[config.mk]
export PLATFORM = sky130hd
export DESIGN_NAME = gbfs_ctrl
export DESIGN_NICKNAME = d
export VERILOG_FILES = /design/src/gbfs_pkg.sv /design/src/gbfs_ctrl.sv
export SDC_FILE = /design/constraint.sdc
export NUM_CORES = 1
export LEC_CHECK = 0
export BUFFER_PORTS_ARGS = -buffer_cell sky130_fd_sc_hd__buf_2
export CELL_PAD_IN_SITES_DETAIL_PLACEMENT = 1
export CELL_PAD_IN_SITES_GLOBAL_PLACEMENT = 1
export CORE_ASPECT_RATIO = 1.25
export CORE_MARGIN = 10
export CORE_UTILIZATION = 42
export CTS_BUF_LIST = sky130_fd_sc_hd__clkbuf_2
export CTS_CLUSTER_SIZE = 28
export DETAILED_ROUTE_END_ITERATION = 10
export PLACE_DENSITY = 0.86
export SETUP_SLACK_MARGIN = 0.05
export SYNTH_ARGS = -nofsm -noshare
export SYNTH_HDL_FRONTEND = slang
export SYNTH_SLANG_ARGS = --single-unit
[constraint.sdc]
create_clock -name clk_i -period 3.6 [get_ports clk_i]
set_clock_uncertainty 0.05 [all_clocks]
set_input_delay 0.72 -clock clk_i [delete_from_list [all_inputs] [get_ports clk_i]]
set_output_delay 0.72 -clock clk_i [all_outputs]
set_load 0.02 [all_outputs]
[src/gbfs_pkg.sv]
// Package for the graph search engine: field widths, request codes and the
// command/status words shared by the controller and the datapath.
// No dependencies.
package gbfs_pkg;

  localparam int MAX_VERTICES_DEF = 64;
  localparam int VERTEX_W         = 7;
  localparam int DIST_W           = 6;
  localparam int CNT_W            = 16;
  localparam int CFG_W            = 7;
  localparam logic [CFG_W-1:0] VCOUNT_RESET = 7'd64;

  typedef enum logic [1:0] {
    REQ_EDGE   = 2'd0,
    REQ_ARC    = 2'd1,
    REQ_CLEAR  = 2'd2,
    REQ_SEARCH = 2'd3
  } req_e;

  typedef struct packed {
    logic cap;
    logic rd_a;
    logic wr_a;
    logic rd_b;
    logic wr_b;
    logic bump;
    logic clr;
    logic init;
    logic deq;
    logic rd_u;
    logic load;
    logic scan;
    logic dump_start;
    logic dump_rd;
    logic dump_next;
    logic out_ack;
    logic out_dump;
  } cmd_t;

  typedef struct packed {
    req_e req;
    logic add_ok;
    logic src_ok;
    logic q_more;
    logic scan_last;
    logic out_free;
  } stat_t;

endpackage

[src/gbfs_ctrl.sv]
// Controller of the graph search engine: one-hot sequencer issuing commands.
// Depends on gbfs_pkg.
module gbfs_ctrl (
  input  logic             clk_i,
  input  logic             rst_ni,
  input  logic             in_valid_i,
  output logic             in_stall_o,
  input  gbfs_pkg::stat_t  stat_i,
  output gbfs_pkg::cmd_t   cmd_o
);
  import gbfs_pkg::*;

  typedef enum logic [13:0] {
    S_IDLE = 14'b00000000000001,
    S_DEC  = 14'b00000000000010,
    S_RDA  = 14'b00000000000100,
    S_WRA  = 14'b00000000001000,
    S_RDB  = 14'b00000000010000,
    S_WRB  = 14'b00000000100000,
    S_ACK  = 14'b00000001000000,
    S_INIT = 14'b00000010000000,
    S_DEQ  = 14'b00000100000000,
    S_DQW  = 14'b00001000000000,
    S_LOAD = 14'b00010000000000,
    S_SCAN = 14'b00100000000000,
    S_DRD  = 14'b01000000000000,
    S_DOUT = 14'b10000000000000
  } state_e;

  state_e state_q, state_d;

  assign in_stall_o = (state_q != S_IDLE);

  always_comb begin
    state_d = state_q;
    cmd_o   = '0;
    case (state_q)
      S_IDLE: begin
        if (in_valid_i) begin
          cmd_o.cap = 1'b1;
          state_d   = S_DEC;
        end
      end
      S_DEC: begin
        case (stat_i.req)
          REQ_EDGE, REQ_ARC: state_d = stat_i.add_ok ? S_RDA : S_ACK;
          REQ_CLEAR: begin
            cmd_o.clr = 1'b1;
            state_d   = S_ACK;
          end
          REQ_SEARCH: state_d = stat_i.src_ok ? S_INIT : S_ACK;
          default: state_d = S_ACK;
        endcase
      end
      S_RDA: begin
        cmd_o.rd_a = 1'b1;
        state_d    = S_WRA;
      end
      S_WRA: begin
        cmd_o.wr_a = 1'b1;
        if (stat_i.req == REQ_ARC) begin
          cmd_o.bump = 1'b1;
          state_d    = S_ACK;
        end else begin
          state_d = S_RDB;
        end
      end
      S_RDB: begin
        cmd_o.rd_b = 1'b1;
        state_d    = S_WRB;
      end
      S_WRB: begin
        cmd_o.wr_b = 1'b1;
        cmd_o.bump = 1'b1;
        state_d    = S_ACK;
      end
      S_ACK: begin
        if (stat_i.out_free) begin
          cmd_o.out_ack = 1'b1;
          state_d       = S_IDLE;
        end
      end
      S_INIT: begin
        cmd_o.init = 1'b1;
        state_d    = S_DEQ;
      end
      S_DEQ: begin
        if (stat_i.q_more) begin
          cmd_o.deq = 1'b1;
          state_d   = S_DQW;
        end else begin
          cmd_o.dump_start = 1'b1;
          state_d          = S_DRD;
        end
      end
      S_DQW: begin
        cmd_o.rd_u = 1'b1;
        state_d    = S_LOAD;
      end
      S_LOAD: begin
        cmd_o.load = 1'b1;
        state_d    = S_SCAN;
      end
      S_SCAN: begin
        cmd_o.scan = 1'b1;
        if (stat_i.scan_last) begin
          state_d = S_DEQ;
        end
      end
      S_DRD: begin
        cmd_o.dump_rd = 1'b1;
        state_d       = S_DOUT;
      end
      S_DOUT: begin
        if (stat_i.out_free) begin
          cmd_o.out_dump = 1'b1;
          if (stat_i.scan_last) begin
            state_d = S_IDLE;
          end else begin
            cmd_o.dump_next = 1'b1;
            state_d         = S_DRD;
          end
        end
      end
      default: state_d = S_IDLE;
    endcase
  end

  always_ff @(posedge clk_i or negedge rst_ni) begin
    if (!rst_ni) begin
      state_q <= S_IDLE;
    end else begin
      state_q <= state_d;
    end
  end

endmodule

==> results.tsv <==
metric	value	unit
fp.dieArea	0.00463	sq mm
num_io_pins	28	
worst_pin_slew	0.526	ns
start_util	43.7	%
postCtsSetupRepairBufs	0	
route.vias.total	960	
drt_wl_total	2750	microns
critical_path_class	flop to output pin	
drt-pass1-iter-count	5	
postLayoutSetupSlackWorst	0.748	ns
hold_path_class	primary input to asynchronous set/reset pin	
ys_warn_count	0	
post_drt_wl_per_cell	16.0	microns
crit_path_top_delay_cell	dfrtp_1	
remaining_drc_errors	0	
multi_input_area	573	sq um
grt_pass1_vias	1031	
crit_path_start_kind	flop	
largest_reg_flops	14	
grt_pass1_wl	4800	microns
slew_violations	0	
antennaDiodeCount	0	
synth_common_cells	nor2_1 (26), dfrtp_1 (13), nand2_1 (9)	
place.port_buffers	27	
cts_buffer_depth	2	
synth_area_leaders	dfrtp_1 (34%), nor2_1 (10%), nor4_4 (4.4%)	
dieHeight	73.7	microns
ant_nets	0	
reg.largest.list	state_q: 14 flops	
fin_area	0.00114	sq mm
routabilityCongestion	0.884	
crit_fanout	7	
p_leak	0.609	nW
cts_tree	built	
core_area	0.00221	sq mm
syn_area	967	sq um
post-synth-top-count-cell	nor2_1	
ys_ff_latch	14	
post-route-period-util	79.2	%
synthCells	112	
crit_chain	nor4_4, and3_1, and4b_2, a21oi_1, inv_1, buf_2	
max_freq	0.351	GHz
track_usage	12.6	%
final_layout_size_suffix_gt1_share	30.5	%
seqCellArea	352	sq um
rsz0062_at_grt	false	
async_flop_share	100	%
vdd_drop_max	367	uV
post_cts_resized	0	
cp_data_arrival_time	2.08	ns
synth_cell_types	33	
cts_buffers	3	
p_per_area	472	mW/mm^2
synth_top_area_share	33.6	%
hold_violations	0	
status	finished, final reports clean	
viasPerCell	5.58	
finalSetupTns	0	ns
fillers	296	
setup_viol	0	
worstPathRequired	2.83	ns
area_growth	18.2	%
place_ws	1.06	ns
dominantRegCellSynth	dfrtp_1	
htree_levels	1	
synth-edff-count	0	
syn-num-nets	122	
crit_path_end_kind	output pin	
slew_headroom	64.7	%
max_cap_viol_count	0	
clk_pin_slew	0.14	ns
cpPeakStageDelay	0.49	ns
period_needed	2.85	ns
yosys.area.top_type	dfrtp_1	
top_register	state_q	
hold_buffers	0	
synth-seq-area-share	36.4	%
grt_overflow	0	
drt_iter0_drc	16	
clkLatencyLatePin	0.27	ns
hold_slack	0.264	ns
cts_root_buf	clkbuf_2	
place_hpwl	2330	microns
placed_area	0.00112	sq mm
synth_area_per_cell	8.64	sq um
rows	19	
die_w	62.9	microns
num-nets-final	152	
antenna_found_initial	0	
cts.sinks	14	
grt_max_degree	15	
placed cells by master, fill, tap and decap left out, drive strengths merged, types with 2 or more instances in the layout:
cell type / instances
and4bb: 2
and3: 2
nor2b: 2
dfrtp: 13
buf: 27
nand4: 3
nand3: 6
nor2: 26
o21ai: 4
nor4b: 4
and4b: 3
inv: 7
clkbuf: 3
xor2: 3
o22ai: 2
nor3: 6
a21oi: 4
nor4: 2
nand2: 9
cell type report:
cell class / count / area share [%]
multi-input combinational: 89 / 50.1
clock inverter: 1 / 0.328
sequential: 14 / 30.7
inverter: 7 / 2.30
tap: 31 / 3.39
clock buffer: 3 / 1.31
timing repair buffer: 27 / 11.8
metal layers:
metal	vias to the layer above	global-route usage [%]	routed length, microns
met5	-	0	0
li1	461	-	-
met3	4	4.10	134
met4	0	3.48	22
met2	18	24.4	1500
met1	477	12.6	1090
final timing paths:
| path | startpoint | end | slack (ns) | depth (start not counted) |
|---|---|---|---|---|
| max | state_q[5]$_DFFE_PN0P_ | cmd_o[11] | 0.75 | 6 |
| min | rst_ni | state_q[13]$_DFFE_PN0P_ | 0.26 | 1 |
| max reg2reg | state_q[1]$_DFFE_PN0P_ | state_q[6]$_DFFE_PN0P_ | 1.60 | 6 |
| min reg2reg | state_q[0]$_DFFE_PN1P_ | state_q[0]$_DFFE_PN1P_ | 0.48 | 2 |
| max in group asynchronous | rst_ni | state_q[0]$_DFFE_PN1P_ | 2.95 | 1 |
| min in group clk_i | state_q[0]$_DFFE_PN1P_ | state_q[0]$_DFFE_PN1P_ | 0.48 | 2 |
logic make-up after synthesis:
group	share of synthesized area, %
AO/OA/AOI/OAI	12.2
buffers and inverters	4.40
AND/OR/NAND/NOR	44.4
XOR/XNOR	2.72
flip-flops	36.4
critical path: cells and delay by family, from the launching register on:
kind	cells	cell delay, ns
and+or+nand+nor	3	1.01
AOI/OAI and AO/OA	1	0.10
buffers and inverters	2	0.21
DFF	1	0.49
through the flow:
stage / power [mW] / util (%) / std cells
6_report: 0.540 / 51.7 / 172
5_1_grt: 0.583 / 51.7 / 172
4_1_cts: 0.546 / 51.7 / 172
3_5_place_dp: 0.468 / 50.9 / 168
3_3_place_gp: 0.462 / 50.9 / 168
2_1_floorplan: 0.399 / - / 112
power breakdown:
group          switching (mW)  internal, mW  total, mW
registers              0.0271         0.177      0.205
clock network          0.0516        0.0241     0.0758
logic                   0.158         0.101      0.260
Power figures use the tool's default switching activity.
